==> src/sv/assert_macros.svh <==
// Assertion macros used by the formatter RTL.
`ifndef ASSERT_MACROS_SVH
`define ASSERT_MACROS_SVH

// Same-cycle implication, checked on every rising edge outside reset.
`define HOFF_ASSERT_IMPL(lbl, ante, cons) \
    lbl: assert property (@(posedge i_clk) disable iff (!i_rst_n) (ante) |-> (cons)) \
        else $error("formatter assertion failed");

// Next-cycle implication, checked on every rising edge outside reset.
`define HOFF_ASSERT_NEXT(lbl, ante, cons) \
    lbl: assert property (@(posedge i_clk) disable iff (!i_rst_n) (ante) |=> (cons)) \
        else $error("formatter assertion failed");

`endif

==> src/sv/hoff_pkg.sv <==
// Constants, codes and the digit lookup of the hex/octal field formatter.
package hoff_pkg;

    localparam int MAX_WIDTH_DEF = 64;

    localparam int VALUE_W  = 64;
    localparam int FWIDTH_W = 7;
    localparam int OP_W     = 2;
    localparam int IN_DATA_W  = 80;
    localparam int OUT_DATA_W = 8;

    // Digit counts of a full 64-bit value
    localparam int HEX_DIGITS = 16;
    localparam int OCT_DIGITS = 22;

    // Conversion codes
    localparam logic [OP_W-1:0] OP_HEX_LO = 2'd0;
    localparam logic [OP_W-1:0] OP_HEX_UP = 2'd1;
    localparam logic [OP_W-1:0] OP_PTR    = 2'd2;
    localparam logic [OP_W-1:0] OP_OCT    = 2'd3;

    localparam logic [7:0] ASCII_SPACE = 8'h20;
    localparam logic [7:0] ASCII_ZERO  = 8'h30;
    localparam logic [7:0] ASCII_X_LO  = 8'h78;
    localparam logic [7:0] ASCII_X_UP  = 8'h58;
    localparam logic [7:0] ASCII_A_LO  = 8'h61;
    localparam logic [7:0] ASCII_A_UP  = 8'h41;

    // Map one digit value to its ASCII character
    function automatic logic [7:0] ascii_digit(input logic [3:0] d, input logic upper);
        logic [7:0] base;
        base = upper ? ASCII_A_UP : ASCII_A_LO;
        if (d < 4'd10) begin
            ascii_digit = ASCII_ZERO + {4'd0, d};
        end else begin
            ascii_digit = base + {4'd0, d} - 8'd10;
        end
    endfunction

endpackage

==> src/sv/hex_octal_field_formatter_unit.sv <==
// Top level of the hex/octal field formatter: scan, fill count and character emitter.
//
// Usage:
//   Slave side (i_s_*) takes one request per field: the value, the conversion
//   code on tuser and the format flags and width in tdata. Master side (o_m_*)
//   returns the field as ASCII characters, one per beat, with o_m_tlast on the
//   final character of the field.
//   A request is taken only while the unit is idle. After acceptance the value
//   sits in a 66-bit shift register that moves one hex or octal digit per
//   cycle while not stalled: the scan drops leading zero digits one per cycle
//   (up to 15 digits for hex, 21 for octal), then sizes prefix and fill.
//   Emission then produces one character per cycle into an output register
//   while the receiver takes each character; the first character reaches the
//   master side from that register once the unit has entered the emit state.
//   When the receiver stalls, the output register holds its character and
//   emission pauses; the next request may be accepted while the final
//   character still waits in the output register.
//   Reset (synchronous, active low) returns the unit to idle and drops any
//   character held in the output register.
module hex_octal_field_formatter_unit #(
    parameter int MAX_WIDTH = hoff_pkg::MAX_WIDTH_DEF
) (
    input  logic                             i_clk,
    input  logic                             i_rst_n,
    // Slave side
    input  logic                             i_s_tvalid,
    output logic                             o_s_tready,
    // tdata: value[63:0], alt_form[64], zero_pad[65], left_justify[66],
    //        field_width[73:67], zero[79:74]
    input  logic [hoff_pkg::IN_DATA_W-1:0]   i_s_tdata,
    // tuser: opcode[1:0]
    input  logic [hoff_pkg::OP_W-1:0]        i_s_tuser,
    // Master side
    output logic                             o_m_tvalid,
    input  logic                             i_m_tready,
    // tdata: ch[7:0]
    output logic [hoff_pkg::OUT_DATA_W-1:0]  o_m_tdata,
    output logic                             o_m_tlast
);
    import hoff_pkg::*;

`include "assert_macros.svh"

    localparam int CW = $clog2(MAX_WIDTH + 1);
    localparam int AW = (CW > FWIDTH_W) ? CW : FWIDTH_W;
    localparam int SR_W = VALUE_W + 2;

    localparam logic [1:0] ST_IDLE = 2'd0;
    localparam logic [1:0] ST_SCAN = 2'd1;
    localparam logic [1:0] ST_EMIT = 2'd2;

    logic [1:0]          r_state, n_state;
    logic [SR_W-1:0]     r_sr, n_sr;
    logic [4:0]          r_nd, n_nd;
    logic [1:0]          r_np, n_np;
    logic [CW-1:0]       r_fill, n_fill;
    logic [CW-1:0]       r_left, n_left;
    logic                r_octal, r_upper, r_zp, r_lj;
    logic [FWIDTH_W-1:0] r_width;
    logic                r_m_valid, n_m_valid;
    logic [7:0]          r_m_data, n_m_data;
    logic                r_m_last, n_m_last;

    logic                w_accept;
    logic                w_emit;
    logic [3:0]          w_top_dig;
    logic [AW-1:0]       w_wc, w_sum;
    logic [VALUE_W-1:0]  w_value;
    logic [OP_W-1:0]     w_op;
    logic                w_alt;
    logic [AW-1:0]       w_seg_sum;

    assign w_value = i_s_tdata[VALUE_W-1:0];
    assign w_op    = i_s_tuser;
    assign w_alt   = i_s_tdata[VALUE_W];

    assign o_s_tready = (r_state == ST_IDLE);
    assign w_accept   = i_s_tvalid && o_s_tready;
    assign w_emit     = (r_state == ST_EMIT) && (!r_m_valid || i_m_tready);

    assign w_top_dig = r_octal ? {1'b0, r_sr[SR_W-1 -: 3]} : r_sr[SR_W-1 -: 4];

    // Clamp width, then size the field from digits and prefix
    assign w_wc  = (AW'(r_width) > AW'(MAX_WIDTH)) ? AW'(MAX_WIDTH) : AW'(r_width);
    assign w_sum = AW'(r_nd) + AW'(r_np);
    assign w_seg_sum = AW'(r_fill) + AW'(r_np) + AW'(r_nd);

    always_comb begin
        n_state   = r_state;
        n_sr      = r_sr;
        n_nd      = r_nd;
        n_np      = r_np;
        n_fill    = r_fill;
        n_left    = r_left;
        n_m_valid = r_m_valid;
        n_m_data  = r_m_data;
        n_m_last  = r_m_last;

        // Drop the held character once the receiver takes it
        if (r_m_valid && i_m_tready) begin
            n_m_valid = 1'b0;
        end

        case (r_state)
            ST_IDLE: begin
                if (w_accept) begin
                    if (w_op == OP_OCT) begin
                        n_sr = {2'b00, w_value};
                        n_nd = 5'(OCT_DIGITS);
                        n_np = ((|w_value) && w_alt) ? 2'd1 : 2'd0;
                    end else begin
                        n_sr = {w_value, 2'b00};
                        n_nd = 5'(HEX_DIGITS);
                        n_np = ((|w_value) && (w_alt || w_op == OP_PTR)) ? 2'd2 : 2'd0;
                    end
                    n_state = ST_SCAN;
                end
            end
            ST_SCAN: begin
                // Skip one leading zero digit per cycle, keep at least one
                if (r_nd > 5'd1 && w_top_dig == 4'd0) begin
                    n_sr = r_octal ? (r_sr << 3) : (r_sr << 4);
                    n_nd = r_nd - 5'd1;
                end else begin
                    n_fill  = (w_wc > w_sum) ? CW'(w_wc - w_sum) : '0;
                    n_left  = (w_wc > w_sum) ? CW'(w_wc) : CW'(w_sum);
                    n_state = ST_EMIT;
                end
            end
            ST_EMIT: begin
                if (w_emit) begin
                    n_m_valid = 1'b1;
                    n_m_last  = (r_left == CW'(1));
                    n_left    = r_left - CW'(1);
                    if (!r_zp && !r_lj && r_fill != '0) begin
                        n_m_data = ASCII_SPACE;
                        n_fill   = r_fill - CW'(1);
                    end else if (r_np != 2'd0) begin
                        if (r_np == 2'd2 || r_octal) begin
                            n_m_data = ASCII_ZERO;
                        end else begin
                            n_m_data = r_upper ? ASCII_X_UP : ASCII_X_LO;
                        end
                        n_np = r_np - 2'd1;
                    end else if (r_zp && !r_lj && r_fill != '0) begin
                        n_m_data = ASCII_ZERO;
                        n_fill   = r_fill - CW'(1);
                    end else if (r_nd != 5'd0) begin
                        n_m_data = ascii_digit(w_top_dig, r_upper);
                        n_sr     = r_octal ? (r_sr << 3) : (r_sr << 4);
                        n_nd     = r_nd - 5'd1;
                    end else begin
                        n_m_data = r_zp ? ASCII_ZERO : ASCII_SPACE;
                        n_fill   = r_fill - CW'(1);
                    end
                    if (r_left == CW'(1)) begin
                        n_state = ST_IDLE;
                    end
                end
            end
            default: begin
                n_state = ST_IDLE;
            end
        endcase
    end

    always_ff @(posedge i_clk) begin
        if (!i_rst_n) begin
            r_state   <= ST_IDLE;
            r_m_valid <= 1'b0;
        end else begin
            r_state   <= n_state;
            r_m_valid <= n_m_valid;
        end
    end

    // Payload registers
    always_ff @(posedge i_clk) begin
        r_sr     <= n_sr;
        r_nd     <= n_nd;
        r_np     <= n_np;
        r_fill   <= n_fill;
        r_left   <= n_left;
        r_m_data <= n_m_data;
        r_m_last <= n_m_last;
        if (w_accept) begin
            r_octal <= (w_op == OP_OCT);
            r_upper <= (w_op == OP_HEX_UP);
            r_zp    <= i_s_tdata[VALUE_W+1];
            r_lj    <= i_s_tdata[VALUE_W+2];
            r_width <= i_s_tdata[VALUE_W+3 +: FWIDTH_W];
        end
    end

    assign o_m_tvalid = r_m_valid;
    assign o_m_tdata  = r_m_data;
    assign o_m_tlast  = r_m_last;

    // The character count matches what the segments still hold
    `HOFF_ASSERT_IMPL(a_last_segments_done, w_emit && r_left == CW'(1), w_seg_sum == AW'(1))
    // Final character returns the unit to idle
    `HOFF_ASSERT_NEXT(a_last_goes_idle, w_emit && r_left == CW'(1), r_state == ST_IDLE)
    // The scan always keeps at least one digit
    `HOFF_ASSERT_IMPL(a_scan_keeps_digit, r_state == ST_SCAN, r_nd != 5'd0)

endmodule

==> config.mk <==
export PLATFORM = sky130hd
export DESIGN_NAME = hex_octal_field_formatter_unit
export DESIGN_NICKNAME = d
export VERILOG_FILES = /design/src/sv/hoff_pkg.sv /design/src/sv/hex_octal_field_formatter_unit.sv
export VERILOG_INCLUDE_DIRS = /design/src /design/src/sv
export SDC_FILE = /design/constraint.sdc
export NUM_CORES = 1
export LEC_CHECK = 0
export ABC_AREA = 1
export BUFFER_PORTS_ARGS = -buffer_cell sky130_fd_sc_hd__clkbuf_2
export CAP_MARGIN = 20
export CORE_AREA = 2 2 126 128
export DETAILED_ROUTE_END_ITERATION = 8
export DIE_AREA = 0 0 128 130
export PLACE_DENSITY = 0.73
export SETUP_SLACK_MARGIN = 0.05
export SYNTH_ARGS = -nofsm -noshare
export SYNTH_HDL_FRONTEND = slang
export SYNTH_SLANG_ARGS = --single-unit
==> constraint.sdc <==
create_clock -name i_clk -period 16 [get_ports i_clk]
set_clock_uncertainty 0.1 [all_clocks]
set_input_delay 1.6 -clock i_clk [delete_from_list [all_inputs] [get_ports i_clk]]
set_output_delay 1.6 -clock i_clk [all_outputs]
set_load 0.1 [all_outputs]
==> impl_metrics.csv <==
group,metric,value,unit
clocking,clkLatencyLatePin,0.36,ns
critical_path,critical_path_class,"input pin to flip-flop",
global_routing,grt_first_pass_wirelength,26200,um
sta,tightest_slew,1.073,ns
global_routing,gr-max-usage-layer,"met2",
logic_synthesis,synth_largest_type_area_fraction,46.78,%
finish,multiInputGateArea,0.003159,sq mm
clocking,cts-root-buf,"sky130_fd_sc_hd__clkbuf_16",
global_routing,gr-usage-met1,27.58,%
clocking,cts_setup_buffers,0,
critical_path,crit-reg2reg-capture,"r_nd[4]$_SDFFCE_PP1P_",
placed_design,sum_of_net_half_perimeters_after_detailed_placement,11010,um
placed_design,numPortBuffers,89,
die,die_y,130,um
sta,finalSetupViolations,0,
logic_synthesis,ys_ff_latch,109,
finish,layout.area.seq,0.003243,sq mm
worst_hold_path,worst_hold_startpoint,"o_m_tvalid$_SDFF_PN0_",
logic_synthesis,synth_largest_area_cell,"sky130_fd_sc_hd__edfxtp_1",
route,total_routed_length,16310,um
sta,report.final.slew_viol_count,0,
worst_hold_path,number_of_cells_traversed_by_the_worst_hold_path,2,
sta,max_slew_headroom,28.22,%
clocking,tritoncts_clock_tree,"built",
route,antenna_violating_nets_post_route,0,
critical_path,start_kind,"input pin",
logic_synthesis,synth.net_count,927,
global_routing,aggregate_global_routing_overflow,0,
logic_synthesis,synth.avg_cell_area,8.298,sq um
finish,final_core_util,49.77,%
route,drc,0,
critical_path,critPathArrivalTime,3.63,ns
route,routedWlPerCell,15.16,um
critical_path,endpoint_kind,"flip-flop",
die,io_pins,97,
finish,area_delta_synth_final,12.84,%
pwr,pwr-share-seq,37.0,%
critical_path,r2r.worst_path.cells,9,
logic_synthesis,synth.yosys.warnings,0,
clocking,tritoncts.num_buffers,9,
worst_hold_path,hold_end,"o_m_tvalid$_SDFF_PN0_",
die,core,0.01542,sq mm
pwr,static_leakage,0.003070,uW
sta,timing.setup.tns,0,ns
global_routing,met3_usage_grt,4.346,%
finish,layout-drive-gt1-share,15.18,%
die,dieWidth,128,um
pwr,clock_power_share,12.8,%
logic_synthesis,ys_types,42,
die,initial_util,44.11,%
clocking,htree_num_levels,3,
logic_synthesis,ys_dominant_reg_cell,"sky130_fd_sc_hd__edfxtp_1",
clocking,cts-root-to-sink-buffers,2,
critical_path,path_max_fanout,67,
route,detailed_router_s_first_iteration_violation_count,575,
global_routing,grt.total_usage,19.77,%
global_routing,grt_max_degree,72,
pwr,share_comb_of_total_power,50.2,%
logic_synthesis,post_synth_instance_area,0.006804,sq mm
critical_path,setup.reg_to_reg.worst_slack,12.42,ns
route,drt_pre_antenna_iters,5,
critical_path,worstPathRequired,16.00,ns
clocking,clock-sinks,109,
logic_synthesis,syn-instance-count,820,
finish,layout.filler_cells,1456,
global_routing,antenna_violations_before_repair,0,
logic_synthesis,synth_sequential_area_ratio,47.66,%
route,via_count,6017,
logic_synthesis,netlist_top_cells_area,"sky130_fd_sc_hd__edfxtp_1 (47%), sky130_fd_sc_hd__o21ai_0 (11%), sky130_fd_sc_hd__nor2_1 (9.1%), sky130_fd_sc_hd__o22ai_1 (5.7%), sky130_fd_sc_hd__nand2_1 (4.6%)",
pwr,p_int,970.1,uW
logic_synthesis,postSynth.asyncResetShare,0,%
pwr,peak_vdd_ir,0.0001147,V
worst_hold_path,min-delay-path-class,"flip-flop to flip-flop",
sta,finalHoldViolCount,0,
die,num_rows,46,
clocking,cts_hold_buffers,0,
pwr,power.share.switching,44.93,%
global_routing,grt_pass1_vias,5300,
sta,min_period_over_period,22.70,%
sta,fmax,275.3,MHz
sta,unrepaired_setup_endpoints_after_global_routing,"no",
finish,layout_net_count,985,
clocking,resized_gates_after_cts,0,
die,fp.dieArea,0.01664,sq mm
clocking,clock_transition_at_the_registers_of_the_reported_paths,0.07,ns
logic_synthesis,synth_edf_count,106,
pwr,pwr_density_cell,229.4,mW/mm^2
pwr,p_sw,791.3,uW
critical_path,r2r-start,"r_state[0]$_SDFFE_PN0P_",
global_routing,global_route_met2_utilization,30.70,%
sta,final.min_clock_period,3.632,ns
job,max_cap_violations,0,
outcome,status,"finished clean",
placed_design,gpl.final_weighted_congestion,0.8612,
route,vias_per_cell,5.592,
-- final cells by class --
type,count,area share (%)
Antenna cell,1,0.03259
Clock buffer,10,2.982
Clock inverter,6,0.8149
Inverter,58,2.836
Multi-Input combinational cell,605,41.15
Sequential cell,109,42.24
Tap cell,192,3.129
Timing Repair Buffer,95,6.812
-- power by group through the flow --
stage,clock [uW],combinational [uW],sequential [uW]
after global routing,241,1000,671
after global placement,0,864,651
after detailed placement,0,883,652
after floorplan,0,655,686
after CTS,231,881,650
final,226,884,652
-- cells in the mapped netlist (all sizes together) (2+ instances only) --
cell type / number
a21oi: 15
nor2: 167
xnor2: 5
buf: 6
nand3: 38
edfxtp: 106
clkbuf: 42
inv: 58
nand2: 92
xor2: 5
nor3b: 3
nor4: 14
o21bai: 2
ha: 20
o21ai: 152
nor3: 6
nand4: 10
dfxtp: 3
o2111ai: 2
o22ai: 62
nand3b: 2
or2: 3
-- through the flow --
| step | power [uW] | std cells | cell area, sq um | worst slack (ns) | hold slack [ns] |
|---|---|---|---|---|---|
| floorplan | 1341 | 820 | 6804 | 9.787 | 0.4017 |
| global placement | 1515 | 1057 | 7336 | 11.77 | 0.3930 |
| detailed placement | 1535 | 1057 | 7336 | 11.81 | 0.4028 |
| CTS | 1762 | 1073 | 7627 | 12.05 | 0.4140 |
| global route | 1912 | 1075 | 7675 | 12.13 | 0.4488 |
| finish | 1761 | 1076 | 7677 | 12.37 | 0.4124 |
-- worst max-delay path, cell delays in order --
cell                       delay (ns)
sky130_fd_sc_hd__clkbuf_2        0.13
sky130_fd_sc_hd__nand2_2         0.79
sky130_fd_sc_hd__inv_2           0.53
sky130_fd_sc_hd__buf_16          0.32
sky130_fd_sc_hd__nor2_1          0.12
sky130_fd_sc_hd__o22ai_1         0.09
-- routing by layer --
metal | vias up | wire, um
li1 | 3019 | -
met1 | 2757 | 7291
met2 | 220 | 7486
met3 | 21 | 1203
met4 | 0 | 330
met5 | - | 0
-- logic make-up after synthesis --
family	Yosys count	synth area share (%)
other cells	1	0.05511
buf+inv	106	6.105
xor+xnor	10	1.398
flops	109	47.66
simple gates	336	21.90
fa+ha+maj	21	3.972
compound gates	237	18.90
-- sequential cells by signal, indices dropped and copies added, names as in the netlist, 2 cells and up --
register	count
r_sr	66
o_m_tdata	7
r_fill	7
r_left	7
r_width	7
r_nd	5
r_np	2
r_state	2
-- cell usage in the layout (no fill, tap or decap), types with 2 or more instances in the layout --
cell type and count:
sky130_fd_sc_hd__a21oi_1 14, sky130_fd_sc_hd__buf_4 4, sky130_fd_sc_hd__clkbuf_16 9, sky130_fd_sc_hd__clkbuf_2 89
sky130_fd_sc_hd__clkinv_1 2, sky130_fd_sc_hd__dfxtp_1 3, sky130_fd_sc_hd__edfxtp_1 106, sky130_fd_sc_hd__ha_1 20
sky130_fd_sc_hd__inv_1 55, sky130_fd_sc_hd__inv_2 3, sky130_fd_sc_hd__nand2_1 82, sky130_fd_sc_hd__nand2_2 9
sky130_fd_sc_hd__nand3_1 33, sky130_fd_sc_hd__nand3_2 4, sky130_fd_sc_hd__nand3b_1 2, sky130_fd_sc_hd__nand4_1 9
sky130_fd_sc_hd__nor2_1 165, sky130_fd_sc_hd__nor3_1 6, sky130_fd_sc_hd__nor3b_1 3, sky130_fd_sc_hd__nor4_1 14
sky130_fd_sc_hd__o2111ai_1 2, sky130_fd_sc_hd__o21ai_0 148, sky130_fd_sc_hd__o21ai_1 4, sky130_fd_sc_hd__o21bai_1 2
sky130_fd_sc_hd__o22ai_1 62, sky130_fd_sc_hd__or2_2 3, sky130_fd_sc_hd__xnor2_1 4, sky130_fd_sc_hd__xor2_1 5
-- how the worst max path moves through the flow --
| stage | cells after the start | to | slack, ns | start |
|---|---|---|---|---|
| finish | 6 | r_sr[56]$_DFFE_PP_ | 12.37 | i_s_tuser[1] |
| detailed placement | 5 | r_sr[1]$_SDFFCE_PP0P_ | 11.81 | i_s_tuser[1] |
| global placement | 5 | r_sr[1]$_SDFFCE_PP0P_ | 11.77 | i_s_tuser[1] |
| CTS | 8 | r_nd[4]$_SDFFCE_PP1P_ | 12.05 | r_octal$_DFFE_PP_ |
| floorplan | 7 | r_nd[0]$_SDFFCE_PP0P_ | 9.79 | i_m_tready |
| global route | 9 | r_sr[7]$_DFFE_PP_ | 12.13 | r_state[0]$_SDFFE_PN0P_ |
(Power assumes the default switching activity.)
